[src/design/mexp_pkg.sv]
// ----------------------------------------------------------------------------
// mexp_pkg
// Shared widths, constants and controller/datapath interface types for the
// modular exponentiation block.
// ----------------------------------------------------------------------------
package mexp_pkg;

    // field widths of the item and result
    localparam int BASE_WIDTH     = 31;
    localparam int EXPONENT_WIDTH = 32;
    localparam int POWER_WIDTH    = 31;
    localparam int MODULUS_WIDTH  = 31;

    // multiplier pass walks every bit of the widest first operand
    localparam int MUL_STEPS = BASE_WIDTH;
    localparam int CNT_WIDTH = $clog2(MUL_STEPS);

    // modulus after reset
    localparam logic [MODULUS_WIDTH-1:0] MODULUS_RESET = 31'd1000000007;

    // which product the shared modular multiplier forms
    typedef enum logic [1:0] {
        MUL_REDUCE = 2'd0,  // base * 1, reduces the raw base
        MUL_ACC    = 2'd1,  // accumulator * base
        MUL_SQR    = 2'd2   // base * base
    } mul_op_t;

    // controller to datapath
    typedef struct packed {
        logic    load;       // capture a new item, accumulator to one
        logic    mul_start;  // launch a multiplier pass
        mul_op_t mul_op;
        logic    exp_shift;  // drop the exponent's low bit
        logic    out_load;   // move the result into the output register
    } mexp_cmd_t;

    // datapath to controller
    typedef struct packed {
        logic mod_small;  // modulus below two
        logic exp_zero;
        logic exp_lsb;
        logic exp_last;   // no set bits above the low bit
        logic mul_done;   // multiplier pass written back
        logic out_busy;   // output register full and not taken this cycle
    } mexp_sts_t;

endpackage

[src/design/mexp_ctrl.sv]
// ----------------------------------------------------------------------------
// mexp_ctrl
// Sequencer for right-to-left square-and-multiply: reduces the base, then per
// exponent bit launches an optional multiply and a square on the datapath.
// ----------------------------------------------------------------------------
module mexp_ctrl (
    input  logic                aclk,
    input  logic                aresetn,
    input  logic                s_valid,
    output logic                s_ready,
    input  mexp_pkg::mexp_sts_t sts,
    output mexp_pkg::mexp_cmd_t cmd
);

    typedef enum logic [2:0] {
        ST_IDLE,
        ST_START,
        ST_RED_WAIT,
        ST_STEP,
        ST_ACC_WAIT,
        ST_SQR_WAIT,
        ST_FINISH
    } state_t;

    state_t state_reg;
    state_t state_next;

    // next state and commands
    always_comb begin
        state_next    = state_reg;
        cmd           = '0;
        cmd.mul_op    = mexp_pkg::MUL_REDUCE;
        unique case (state_reg)
            ST_IDLE: begin
                if (s_valid) begin
                    cmd.load   = 1'b1;
                    state_next = ST_START;
                end
            end
            ST_START: begin
                if (sts.mod_small || sts.exp_zero) begin
                    state_next = ST_FINISH;
                end else begin
                    cmd.mul_start = 1'b1;
                    cmd.mul_op    = mexp_pkg::MUL_REDUCE;
                    state_next    = ST_RED_WAIT;
                end
            end
            ST_RED_WAIT: begin
                if (sts.mul_done) begin
                    state_next = ST_STEP;
                end
            end
            ST_STEP: begin
                if (sts.exp_zero) begin
                    state_next = ST_FINISH;
                end else if (sts.exp_lsb) begin
                    cmd.mul_start = 1'b1;
                    cmd.mul_op    = mexp_pkg::MUL_ACC;
                    state_next    = ST_ACC_WAIT;
                end else begin
                    cmd.mul_start = 1'b1;
                    cmd.mul_op    = mexp_pkg::MUL_SQR;
                    state_next    = ST_SQR_WAIT;
                end
            end
            ST_ACC_WAIT: begin
                if (sts.mul_done) begin
                    if (sts.exp_last) begin
                        // last set bit: the final square is never used
                        state_next = ST_FINISH;
                    end else begin
                        cmd.mul_start = 1'b1;
                        cmd.mul_op    = mexp_pkg::MUL_SQR;
                        state_next    = ST_SQR_WAIT;
                    end
                end
            end
            ST_SQR_WAIT: begin
                if (sts.mul_done) begin
                    cmd.exp_shift = 1'b1;
                    state_next    = ST_STEP;
                end
            end
            ST_FINISH: begin
                if (!sts.out_busy) begin
                    cmd.out_load = 1'b1;
                    state_next   = ST_IDLE;
                end
            end
            default: begin
                state_next = ST_IDLE;
            end
        endcase
    end

    assign s_ready = (state_reg == ST_IDLE);

    // state register
    always_ff @(posedge aclk) begin
        if (!aresetn) begin
            state_reg <= ST_IDLE;
        end else begin
            state_reg <= state_next;
        end
    end

endmodule

[src/design/mexp_datapath.sv]
// ----------------------------------------------------------------------------
// mexp_datapath
// Operand registers, modulus register, shared bit-serial modular multiplier
// (shift-add with two conditional subtracts per step) and output register.
// ----------------------------------------------------------------------------
module mexp_datapath #(
    parameter int EXP_BITS = 32,
    parameter int MOD_BITS = 31
) (
    input  logic                                  aclk,
    input  logic                                  aresetn,
    input  logic                                  cfg_wr_en,
    input  logic [mexp_pkg::MODULUS_WIDTH-1:0]    cfg_wr_data,
    input  logic [mexp_pkg::BASE_WIDTH-1:0]       s_base_value,
    input  logic [mexp_pkg::EXPONENT_WIDTH-1:0]   s_exponent,
    input  mexp_pkg::mexp_cmd_t                   cmd,
    output mexp_pkg::mexp_sts_t                   sts,
    input  logic                                  m_ready,
    output logic                                  m_valid,
    output logic [mexp_pkg::POWER_WIDTH-1:0]      m_power_mod
);

    localparam int EXP_USE = (EXP_BITS < mexp_pkg::EXPONENT_WIDTH) ?
                             EXP_BITS : mexp_pkg::EXPONENT_WIDTH;
    localparam int AW      = mexp_pkg::BASE_WIDTH;
    localparam int CW      = mexp_pkg::CNT_WIDTH;

    logic [MOD_BITS-1:0]             modulus_reg;
    logic [MOD_BITS-1:0]             acc_reg;
    logic [MOD_BITS-1:0]             base_reg;
    logic [EXP_USE-1:0]              exp_reg;
    logic [AW-1:0]                   ma_reg;
    logic [MOD_BITS-1:0]             mb_reg;
    logic [MOD_BITS-1:0]             r_reg;
    logic [CW-1:0]                   cnt_reg;
    logic                            busy_reg;
    logic                            done_reg;
    mexp_pkg::mul_op_t               op_reg;
    logic                            m_valid_reg;
    logic [mexp_pkg::POWER_WIDTH-1:0] power_reg;

    logic [MOD_BITS:0]   dbl;
    logic [MOD_BITS:0]   mod_ext;
    logic [MOD_BITS-1:0] red1;
    logic [MOD_BITS-1:0] addend;
    logic [MOD_BITS:0]   sum;
    logic [MOD_BITS-1:0] r_next;
    logic                last_step;

    // modulus register
    always_ff @(posedge aclk) begin
        if (!aresetn) begin
            modulus_reg <= mexp_pkg::MODULUS_RESET[MOD_BITS-1:0];
        end else if (cfg_wr_en) begin
            modulus_reg <= cfg_wr_data[MOD_BITS-1:0];
        end
    end

    // one multiplier step: r = (2r + a_bit * b) mod m, with r, b below m
    always_comb begin
        mod_ext = {1'b0, modulus_reg};
        dbl     = {r_reg, 1'b0};
        red1    = (dbl >= mod_ext) ? MOD_BITS'(dbl - mod_ext) : dbl[MOD_BITS-1:0];
        addend  = ma_reg[AW-1] ? mb_reg : '0;
        sum     = {1'b0, red1} + {1'b0, addend};
        r_next  = (sum >= mod_ext) ? MOD_BITS'(sum - mod_ext) : sum[MOD_BITS-1:0];
    end

    assign last_step = busy_reg && (cnt_reg == '0);

    // multiplier control
    always_ff @(posedge aclk) begin
        if (!aresetn) begin
            busy_reg <= 1'b0;
            done_reg <= 1'b0;
        end else begin
            done_reg <= last_step;
            if (cmd.mul_start) begin
                busy_reg <= 1'b1;
            end else if (last_step) begin
                busy_reg <= 1'b0;
            end
        end
    end

    // operand, accumulator and exponent registers
    always_ff @(posedge aclk) begin
        if (cmd.load) begin
            ma_reg  <= s_base_value;
            acc_reg <= MOD_BITS'(1);
            exp_reg <= s_exponent[EXP_USE-1:0];
        end else if (cmd.mul_start) begin
            op_reg  <= cmd.mul_op;
            r_reg   <= '0;
            cnt_reg <= CW'(mexp_pkg::MUL_STEPS - 1);
            case (cmd.mul_op)
                mexp_pkg::MUL_ACC: begin
                    ma_reg <= AW'(acc_reg);
                    mb_reg <= base_reg;
                end
                mexp_pkg::MUL_SQR: begin
                    ma_reg <= AW'(base_reg);
                    mb_reg <= base_reg;
                end
                default: begin
                    // raw base already sits in the first operand
                    mb_reg <= MOD_BITS'(1);
                end
            endcase
        end else if (busy_reg) begin
            r_reg   <= r_next;
            ma_reg  <= {ma_reg[AW-2:0], 1'b0};
            cnt_reg <= cnt_reg - CW'(1);
            if (last_step) begin
                case (op_reg)
                    mexp_pkg::MUL_ACC: acc_reg  <= r_next;
                    default:           base_reg <= r_next;
                endcase
            end
        end
        if (cmd.exp_shift) begin
            exp_reg <= exp_reg >> 1;
        end
    end

    // output register
    always_ff @(posedge aclk) begin
        if (!aresetn) begin
            m_valid_reg <= 1'b0;
        end else if (cmd.out_load) begin
            m_valid_reg <= 1'b1;
        end else if (m_ready) begin
            m_valid_reg <= 1'b0;
        end
    end

    always_ff @(posedge aclk) begin
        if (cmd.out_load) begin
            power_reg <= sts.mod_small ? '0 : mexp_pkg::POWER_WIDTH'(acc_reg);
        end
    end

    // status to the controller
    always_comb begin
        sts.mod_small = (modulus_reg < MOD_BITS'(2));
        sts.exp_zero  = (exp_reg == '0);
        sts.exp_lsb   = exp_reg[0];
        sts.exp_last  = ((exp_reg >> 1) == '0);
        sts.mul_done  = done_reg;
        sts.out_busy  = m_valid_reg && !m_ready;
    end

    assign m_valid     = m_valid_reg;
    assign m_power_mod = power_reg;

endmodule

[src/design/modular_exponentiation_top.sv]
// ----------------------------------------------------------------------------
// modular_exponentiation_top
// base_value ^ exponent mod modulus by right-to-left square-and-multiply on a
// shared bit-serial modular multiplier.
//
//   channel   direction  handshake          payload
//   s_        in         s_valid/s_ready    s_base_value, s_exponent
//   m_        out        m_valid/m_ready    m_power_mod
//   cfg_      in         cfg_wr_en          cfg_wr_data (modulus)
//
// A modular product is a launch plus 31 shift-add steps. Each clear exponent
// bit below the top set bit costs a square, each set bit a multiply and then
// a square, but the last set bit skips its square. Base reduction is the first
// product after an item is accepted. Zero exponent or modulus below two: no
// product runs and the result is loaded directly.
// One item at a time; a result held by low m_ready delays the next load.
// ----------------------------------------------------------------------------
module modular_exponentiation_top #(
    parameter int EXP_BITS = 32,
    parameter int MOD_BITS = 31
) (
    input  logic                                  aclk,
    input  logic                                  aresetn,
    input  logic                                  cfg_wr_en,
    input  logic [mexp_pkg::MODULUS_WIDTH-1:0]    cfg_wr_data,
    input  logic                                  s_valid,
    output logic                                  s_ready,
    input  logic [mexp_pkg::BASE_WIDTH-1:0]       s_base_value,
    input  logic [mexp_pkg::EXPONENT_WIDTH-1:0]   s_exponent,
    output logic                                  m_valid,
    input  logic                                  m_ready,
    output logic [mexp_pkg::POWER_WIDTH-1:0]      m_power_mod
);

    mexp_pkg::mexp_cmd_t cmd;
    mexp_pkg::mexp_sts_t sts;

    // sequencer
    mexp_ctrl u_ctrl (
        .aclk    (aclk),
        .aresetn (aresetn),
        .s_valid (s_valid),
        .s_ready (s_ready),
        .sts     (sts),
        .cmd     (cmd)
    );

    // operands, multiplier and output register
    mexp_datapath #(
        .EXP_BITS (EXP_BITS),
        .MOD_BITS (MOD_BITS)
    ) u_datapath (
        .aclk         (aclk),
        .aresetn      (aresetn),
        .cfg_wr_en    (cfg_wr_en),
        .cfg_wr_data  (cfg_wr_data),
        .s_base_value (s_base_value),
        .s_exponent   (s_exponent),
        .cmd          (cmd),
        .sts          (sts),
        .m_ready      (m_ready),
        .m_valid      (m_valid),
        .m_power_mod  (m_power_mod)
    );

endmodule

[config.mk]
export PLATFORM = sky130hd
export DESIGN_NAME = modular_exponentiation_top
export DESIGN_NICKNAME = d
export VERILOG_FILES = /design/src/design/mexp_pkg.sv /design/src/design/mexp_ctrl.sv /design/src/design/mexp_datapath.sv /design/src/design/modular_exponentiation_top.sv
export SDC_FILE = /design/constraint.sdc
export NUM_CORES = 1
export LEC_CHECK = 0
export BUFFER_PORTS_ARGS = -buffer_cell sky130_fd_sc_hd__buf_2
export CAP_MARGIN = 30
export CORE_MARGIN = 2
export CORE_UTILIZATION = 50
export DETAILED_ROUTE_END_ITERATION = 10
export GPL_TIMING_DRIVEN = 0
export PLACE_DENSITY = 0.68
export SETUP_SLACK_MARGIN = 0.2
export SYNTH_ARGS = -nofsm -noshare
export SYNTH_HDL_FRONTEND = slang
export SYNTH_HIERARCHICAL = 1
export SYNTH_SLANG_ARGS = --single-unit
[constraint.sdc]
create_clock -name aclk -period 20.9 [get_ports aclk]
set_clock_uncertainty 0.1 [all_clocks]
set_input_delay 2.09 -clock aclk [delete_from_list [all_inputs] [get_ports aclk]]
set_output_delay 2.09 -clock aclk [all_outputs]
set_load 0.02 [all_outputs]
==> flow_summary.json, run 1 <==
{
  "status": "finished, final reports clean",
  "wl_per_cell_um": 20.5,
  "synth_flop_cell": "edfxtp_1",
  "start_util_pct": 50.7,
  "drc": 0,
  "cts_tree": "yes",
  "grt_max_degree": 35,
  "post_cts_buffers": 0,
  "critPathMaxFanout": 10,
  "whs_ns": 0.405,
  "wl_um": 49900,
  "cts.htree.levels": 1,
  "coreArea_mm2": 0.0335,
  "slowest_delay_ns": 0.95,
  "async_flop_share_pct": 0,
  "dp_hpwl_um": 40000,
  "largest_register_ff_count": 32,
  "synth_edf_count": 193,
  "die_h_um": 188,
  "ant_nets": 0,
  "final_cell_mix": "193 x edfxtp_1, 158 x nor2_1, 135 x buf_2",
  "slew_viol_final": 0,
  "fmax_mhz": 98.1,
  "viasPerCell": 5.86,
  "yosysTopAreaCellShare_pct": 34.1,
  "path_delay_family": "compound AO/OA/AOI/OAI gates",
  "dieArea_mm2": 0.0355,
  "setup.worst_path.class": "flop to flop",
  "synth.avg_cell_area_um2": 9.50,
  "finalCritPeriodShare_pct": 48.8,
  "synth_area_mm2": 0.0170,
  "clk_latency_ns": 0.60,
  "ctsResizeCount": 0,
  "tightest_slew_ns": 1.01,
  "slowest_stage": "a2111oi_1",
  "vias": 14300,
  "cts_buffers": 30,
  "ys_types": 86,
  "grt-ovfl-total": 0,
  "grt_pass1_vias": 13900,
  "cts.sinks": 262,
  "hold_viol_final": 0,
  "rsz0062_at_grt": "false",
  "cpMostUsedCell": "ha_1",
  "synth_nets": 1985,
  "setup_viol": 0,
  "synthCells": 1788,
  "hold_path.class": "flop to flop",
  "pin_count": 132,
  "rows": 67,
  "gp_congestion": 0.949,
  "io_buffers": 130,
  "drtPass1Iterations": 6,
  "final_nets": 2157,
  "layout-drive-gt1-share_pct": 13.7,
  "antenna_found_initial": 0,
  "synth-seq-area-share_pct": 42.3,
  "synth_area_leaders": "edfxtp_1 34%, dfxtp_1 8.1%, ha_1 7.0%, mux2i_1 4.2%, a21oi_1 3.9%",
  "drv_cap": 0,
  "yosys_register_bits": 262,
  "drt-initial-drc-count": 1018,
  "cts_hold_buf": 0,
  "area_growth_pct": 13.9,
  "layout_min_cycle_time_ns": 10.20,
  "antenna_cells": 0,
  "setup_tns_ns": 0,
  "worstPathArrival_ns": 10.37,
  "cts_root_buffer": "clkbuf_16",
  "grt_pass1_wl_um": 76100,
  "cts_buffer_depth": 3,
  "yosys.area.top_type": "edfxtp_1",
  "final_common_cell": "edfxtp_1",
  "die_width_um": 188,
  "track_usage_pct": 27.6,
  "cp-start-kind": "flop",
  "path_clk_slew_ns": 0.06,
  "worstPathRequired_ns": 21.07,
  "end_kind": "flop",
  "worst-path-buf-inv": 3,
  "yosys_warnings": 6,
  "slew_headroom_pct": 32.8
}
-- cell usage after synthesis, types with 26 or more instances --
cell        n
edfxtp_1  193
nor2_1    160
a21oi_1   133
nand2_1   128
ha_1       95
inv_1      90
nor2b_1    83
o21ai_0    82
clkbuf_1   81
mux2i_1    72
dfxtp_1    69
and2_1     48
a21o_1     47
a211oi_1   34
mux2_2     34
xnor2_1    34
xor2_1     34
nand3_1    30
nor3_1     28
o211ai_1   28
nand4_1    26
-- worst paths after layout --
path / from / end / slack, ns / cells after the start
hold / removal: u_datapath/acc_reg[0] / u_datapath/acc_reg[0] / 0.41 / 2
hold reg to reg: u_datapath/acc_reg[0] / u_datapath/acc_reg[0] / 0.41 / 2
setup / recovery: u_datapath/modulus_reg[29] / u_datapath/r_reg[1] / 10.70 / 27
setup reg to reg: u_datapath/modulus_reg[29] / u_datapath/r_reg[1] / 10.70 / 27
-- worst min-delay path, delay by kind of cell (launching register included) --
| family | cells | cell delay, ns |
|---|---|---|
| DFF | 1 | 0.33 |
| AOI/OAI and AO/OA | 2 | 0.14 |
-- cell families after synthesis --
family | after synthesis | synth area share (%)
compound gates | 466 | 18.2
fa+ha+maj | 98 | 7.35
flops | 262 | 42.3
buf+inv | 185 | 4.18
xor+xnor | 68 | 3.51
simple gates | 603 | 18.0
mux | 106 | 6.50
-- routing by layer --
| metal | global-route usage (%) | part of all wire (%) | routed length, um | vias to the layer above |
|---|---|---|---|---|
| met1 | 36.1 | 43 | 21500 | 6737 |
| met3 | 4.53 | 7.4 | 3710 | 83 |
| met4 | 8.38 | 3.0 | 1490 | 0 |
| li1 | - | - | - | 6894 |
| met2 | 46.9 | 46 | 23200 | 543 |
| met5 | 0 | 0 | 0 | - |
-- through the flow --
| step | std cells | cell area, um2 | utilization (%) | setup slack (ns) |
|---|---|---|---|---|
| final | 2432 | 19400 | 57.7 | 10.70 |
| after global routing | 2432 | 19400 | 57.7 | 10.40 |
| after CTS | 2432 | 19400 | 57.7 | 10.79 |
| after detailed placement | 2376 | 18300 | 54.6 | 10.85 |
| after global placement | 2366 | 18200 | 54.3 | 10.83 |
| after floorplan | 1788 | 17000 | - | 13.35 |
-- area by class of cell --
type	count	area (um2)
fillers	3038	14200
multi-input cells	1341	9130
flip-flops and latches	262	7180
clock buffers	41	852
repair buffers	140	739
well taps	448	561
plain buffers	94	369
inverters	91	342
clock inverters	15	186
Power of run 1 is not shown: default switching activity piles up to over one toggle a cycle in this logic, so the estimate is an artifact.
==> run 2, diff against run 1 <==
==> constraint.sdc (replaced) <==
create_clock -name aclk -period 10.26 [get_ports aclk]
set_clock_uncertainty 0.1 [all_clocks]
set_input_delay 1.026 -clock aclk [delete_from_list [all_inputs] [get_ports aclk]]
set_output_delay 1.026 -clock aclk [all_outputs]
set_load 0.02 [all_outputs]
==> run 2 against run 1 <==
Cell count did not move. Maximum frequency grew 5.9%. Die area did not move. Register-to-register slack lost 10 ns. Non-clock buffer count unchanged. Via count is 0.25% lower.
==> flow_summary.json, run 2 (synthesis results as in run 1) <==
{
  "wl_per_cell_um": 20.5,
  "setup.worst_path.class": "flop to flop",
  "layout_min_cycle_time_ns": 9.63,
  "cts_hold_buf": 0,
  "cts.htree.levels": 1,
  "end_kind": "flop",
  "grt_max_degree": 35,
  "tightest_slew_ns": 0.984,
  "path_clk_slew_ns": 0.06,
  "setup_tns_ns": 0,
  "layout-drive-gt1-share_pct": 13.9,
  "fillers": 3035,
  "drtPass1Iterations": 7,
  "dp_hpwl_um": 40000,
  "post_cts_buffers": 0,
  "vias": 14200,
  "die_h_um": 188,
  "final_nets": 2157,
  "seq_area_mm2": 0.00718,
  "fmax_mhz": 104,
  "ant_nets": 0,
  "rows": 67,
  "cp-startpoint": "u_datapath/modulus_reg[29]",
  "hold_path.class": "flop to flop",
  "cts.sinks": 262,
  "cts_buffer_depth": 3,
  "r2r_start": "u_datapath/modulus_reg[29]",
  "cts_buffers": 30,
  "slew_headroom_pct": 34.4,
  "final_cell_mix": "193 x edfxtp_1, 158 x nor2_1, 135 x buf_2",
  "grt-ovfl-total": 0,
  "slew_viol_final": 0,
  "setup_viol": 0,
  "track_usage_pct": 27.6,
  "regToRegEndpoint": "u_datapath/r_reg[1]",
  "grt_pass1_wl_um": 76100,
  "coreArea_mm2": 0.0335,
  "cts_tree": "yes",
  "pin_count": 132,
  "clk_latency_ns": 0.60,
  "hold_viol_final": 0,
  "cts_root_buffer": "clkbuf_16",
  "start_util_pct": 50.7,
  "wl_um": 49900,
  "status": "finished, final reports clean",
  "final_common_cell": "edfxtp_1",
  "drc": 0,
  "drt-initial-drc-count": 1043,
  "viasPerCell": 5.85,
  "die_width_um": 188,
  "io_buffers": 130,
  "worstPathArrival_ns": 9.80,
  "dieArea_mm2": 0.0355,
  "multi_input_area_mm2": 0.00913,
  "r2r.worst_path.cells": 27,
  "rsz0062_at_grt": "false",
  "largest_register_ff_count": 32,
  "cp-start-kind": "flop",
  "area_growth_pct": 14.0,
  "finalCritPeriodShare_pct": 93.8,
  "antenna_cells": 0,
  "r2r_slack_ns": 0.63,
  "gp_congestion": 0.949,
  "antenna_found_initial": 0,
  "utilization_pct": 57.7,
  "worstPathRequired_ns": 10.43,
  "holdPathStages": 2,
  "grt_pass1_vias": 13900,
  "critPathMaxFanout": 10,
  "drv_cap": 0,
  "cp-endpoint": "u_datapath/r_reg[1]"
}
-- run 2: through the flow --
stage	hold slack, ns	std cells	instance area (um2)	setup slack, ns
after floorplan	0.356	1788	17000	2.71
after global placement	0.382	2366	18200	0.188
after detailed placement	0.392	2376	18300	0.211
after CTS	0.405	2432	19400	0.428
after global routing	0.421	2432	19400	0.298
final	0.405	2432	19400	0.631
-- run 2: critical path, stage by stage, from the launching register on --
cell and delay (ns):
dfxtp_1 0.33, inv_1 0.13, ha_1 0.31, clkbuf_1 0.17, and4_1 0.22, a2111oi_0 0.51
o31ai_1 0.25, or3_1 0.43, o21ai_2 0.45, clkbuf_1 0.50, o21ai_0 0.31, ha_1 0.41
a21oi_1 0.23, o21a_1 0.15, o31ai_1 0.15, a2111oi_2 0.66, nor3_1 0.15, or3_1 0.40
and2_1 0.20, ha_1 0.39, and3_2 0.25, o21a_1 0.18, a211o_1 0.30, o221a_1 0.27
or4_4 0.52, nor3_4 0.64, mux2i_1 0.58, nor2_1 0.13
-- run 2: layout make-up --
class                           count  area share [%]
Clock buffer                       41            4.40
Tap cell                          448            2.89
Multi-Input combinational cell   1341            47.2
Buffer                             94            1.93
Inverter                           91            1.76
Timing Repair Buffer              140            3.82
Sequential cell                   262            37.1
Clock inverter                     15           0.963
-- run 2: worst min path at each step --
stage                                       from  slack [ns]                endpoint
after detailed placement   u_datapath/acc_reg[0]        0.39   u_datapath/acc_reg[0]
after floorplan            u_datapath/acc_reg[0]        0.36   u_datapath/acc_reg[0]
after CTS                  u_datapath/acc_reg[0]        0.41   u_datapath/acc_reg[0]
after global routing      u_datapath/acc_reg[11]        0.42  u_datapath/acc_reg[11]
final                      u_datapath/acc_reg[0]        0.41   u_datapath/acc_reg[0]
after global placement    u_datapath/acc_reg[19]        0.38  u_datapath/acc_reg[19]
-- run 2: metal layers --
layer / up-vias / global-route usage (%) / wire [um]
met5: - / 0 / 0
met4: 0 / 8.38 / 1460
met3: 79 / 4.53 / 3540
met2: 489 / 46.9 / 23300
met1: 6757 / 36.1 / 21700
li1: 6896 / - / -
-- run 2: what timing repair did --
action / 4_1_cts / 5_1_grt
endpoints found under the setup margin: 1 / 76
gates resized for setup: 1 / 6
pin swaps: 0 / 0
Power of run 2 is left out for the same reason.
==> run 3, diff against run 2 <==
--- a/config.mk
+++ b/config.mk
@@ -12,6 +12,7 @@
 export DETAILED_ROUTE_END_ITERATION = 10
 export GPL_TIMING_DRIVEN = 0
 export PLACE_DENSITY = 0.68
+export REMOVE_ABC_BUFFERS = 1
 export SETUP_SLACK_MARGIN = 0.2
 export SYNTH_ARGS = -nofsm -noshare
 export SYNTH_HDL_FRONTEND = slang
==> run 3 against run 2 <==
First-iteration DRC count down 2.3%. Highest routed layer is now met5. Sequential cell count unchanged. Utilization down 0.29 points. Global-route usage down 2.2 points.
==> flow_summary.json, run 3 (synthesis results as in run 1) <==
{
  "rows": 67,
  "path_clk_slew_ns": 0.06,
  "cp-startpoint": "u_datapath/modulus_reg[1]",
  "setup.worst_path.class": "flop to flop",
  "tightest_slew_ns": 0.978,
  "clk_latency_ns": 0.60,
  "start_util_pct": 50.7,
  "final_cell_mix": "193 x edfxtp_1, 157 x nor2_1, 133 x a21oi_1",
  "slew_headroom_pct": 34.8,
  "cts.htree.levels": 1,
  "grt-ovfl-total": 0,
  "wl_per_cell_um": 19.5,
  "coreArea_mm2": 0.0335,
  "layout-drive-gt1-share_pct": 14.8,
  "placedInstanceArea_mm2": 0.0183,
  "cts_root_buffer": "clkbuf_16",
  "path_delay_family": "compound AO/OA/AOI/OAI gates",
  "area_growth_pct": 13.4,
  "layout_min_cycle_time_ns": 9.46,
  "seq_area_mm2": 0.00718,
  "slowest_delay_ns": 0.67,
  "r2r_start": "u_datapath/modulus_reg[1]",
  "drt-initial-drc-count": 1019,
  "dieArea_mm2": 0.0355,
  "worst-path-buf-inv": 2,
  "drtPass1Iterations": 6,
  "post_cts_buffers": 0,
  "design_area_mm2": 0.0193,
  "antenna_found_initial": 1,
  "cts_hold_buf": 0,
  "slowest_stage": "nor3_4",
  "largest_register_ff_count": 32,
  "slew_viol_final": 0,
  "cp-start-kind": "flop",
  "io_buffers": 131,
  "r2r_slack_ns": 0.80,
  "cts_buffer_depth": 3,
  "cts_tree": "yes",
  "drv_cap": 0,
  "multi_input_area_mm2": 0.00917,
  "final_nets": 2079,
  "dp_hpwl_um": 35000,
  "min_from": "u_datapath/acc_reg[19]",
  "setup_viol": 0,
  "gp_congestion": 0.917,
  "rsz0062_at_grt": "false",
  "wl_um": 45800,
  "grt_pass1_vias": 13100,
  "hold_viol_final": 0,
  "die_h_um": 188,
  "cts.sinks": 262,
  "grt_max_degree": 63,
  "end_kind": "flop",
  "fillers": 2961,
  "track_usage_pct": 25.4,
  "final_common_cell": "edfxtp_1",
  "status": "finished, final reports clean",
  "grt_pass1_wl_um": 71300,
  "worstPathArrival_ns": 9.65,
  "drc": 0,
  "viasPerCell": 5.89,
  "die_width_um": 188,
  "ant_nets": 0,
  "critPathMaxFanout": 14,
  "fmax_mhz": 106,
  "worstPathRequired_ns": 10.45,
  "vias": 13900,
  "pin_count": 132,
  "cts_buffers": 30,
  "hold_path.class": "flop to flop",
  "finalCritPeriodShare_pct": 92.2
}
==> run 3: changes by cell type in the layout (fill, tap and decap cells not counted), moves of 3 or more <==
cell / previous run / this run
buf_1: 5 / 0
buf_16: 0 / 4
buf_6: 1 / 6
clkbuf_1: 84 / 14
clkinv_1: 4 / 1
buf_12: 1 / 6
buf_2: 135 / 131
clkbuf_2: 3 / 0
==> run 3: metal layers <==
metal	global-route usage (%)	wire length, um
met1	37.6	21800
met2	39.0	19800
met3	3.74	3100
met4	6.25	1110
met5	0	7
==> run 3: cell type report <==
class                   instances  share of cell area, %
repair buffers                156                   5.34
clock inverters                 5                  0.396
diodes                          1                 0.0130
clock buffers                  51                   4.73
well taps                     448                   2.91
flip-flops and latches        262                   37.2
inverters                      91                   1.77
multi-input cells            1341                   47.6
==> run 3: worst paths after layout <==
check	cells past startpoint	end
setup reg to reg	27	u_datapath/r_reg[1]
hold / removal	2	u_datapath/acc_reg[19]
setup / recovery	27	u_datapath/r_reg[1]
hold reg to reg	2	u_datapath/acc_reg[19]
==> run 3: worst register-to-register path: stages (launching register included) <==
cell,delay [ns]
dfxtp_1,0.45
inv_1,0.20
fa_1,0.50
a211oi_1,0.31
o211ai_1,0.17
nand2_1,0.20
o21ai_0,0.17
o21a_1,0.27
o21ai_2,0.48
buf_8,0.23
mux2_2,0.40
ha_1,0.32
a211oi_1,0.23
o31a_1,0.27
o31ai_1,0.20
a2111oi_2,0.66
nor3_1,0.15
or3_1,0.40
and2_1,0.20
ha_1,0.38
and3_2,0.25
o21a_1,0.18
a211o_1,0.31
o221a_1,0.28
or4_4,0.52
nor3_4,0.67
mux2i_1,0.62
nor2_1,0.07
==> run 3: what timing repair did <==
item / 4_1_cts / 5_1_grt
endpoints found under the setup margin: 0 / 3
resized for setup: 0 / 1
hold endpoints to repair: 0 / 0
==> run 3: stage by stage <==
step	instances	setup WS (ns)	TNS, ns	hold WS (ns)	utilization [%]
after floorplan	1694	1.56	0	0.356	-
after CTS	2354	0.629	0	0.409	57.4
after global placement	2273	-1.39	-104.81	0.389	53.2
after detailed placement	2298	0.651	0	0.392	54.5
after global routing	2354	0.342	0	0.438	57.5
final	2355	0.801	0	0.407	57.5
Power of run 3 is left out for the same reason.
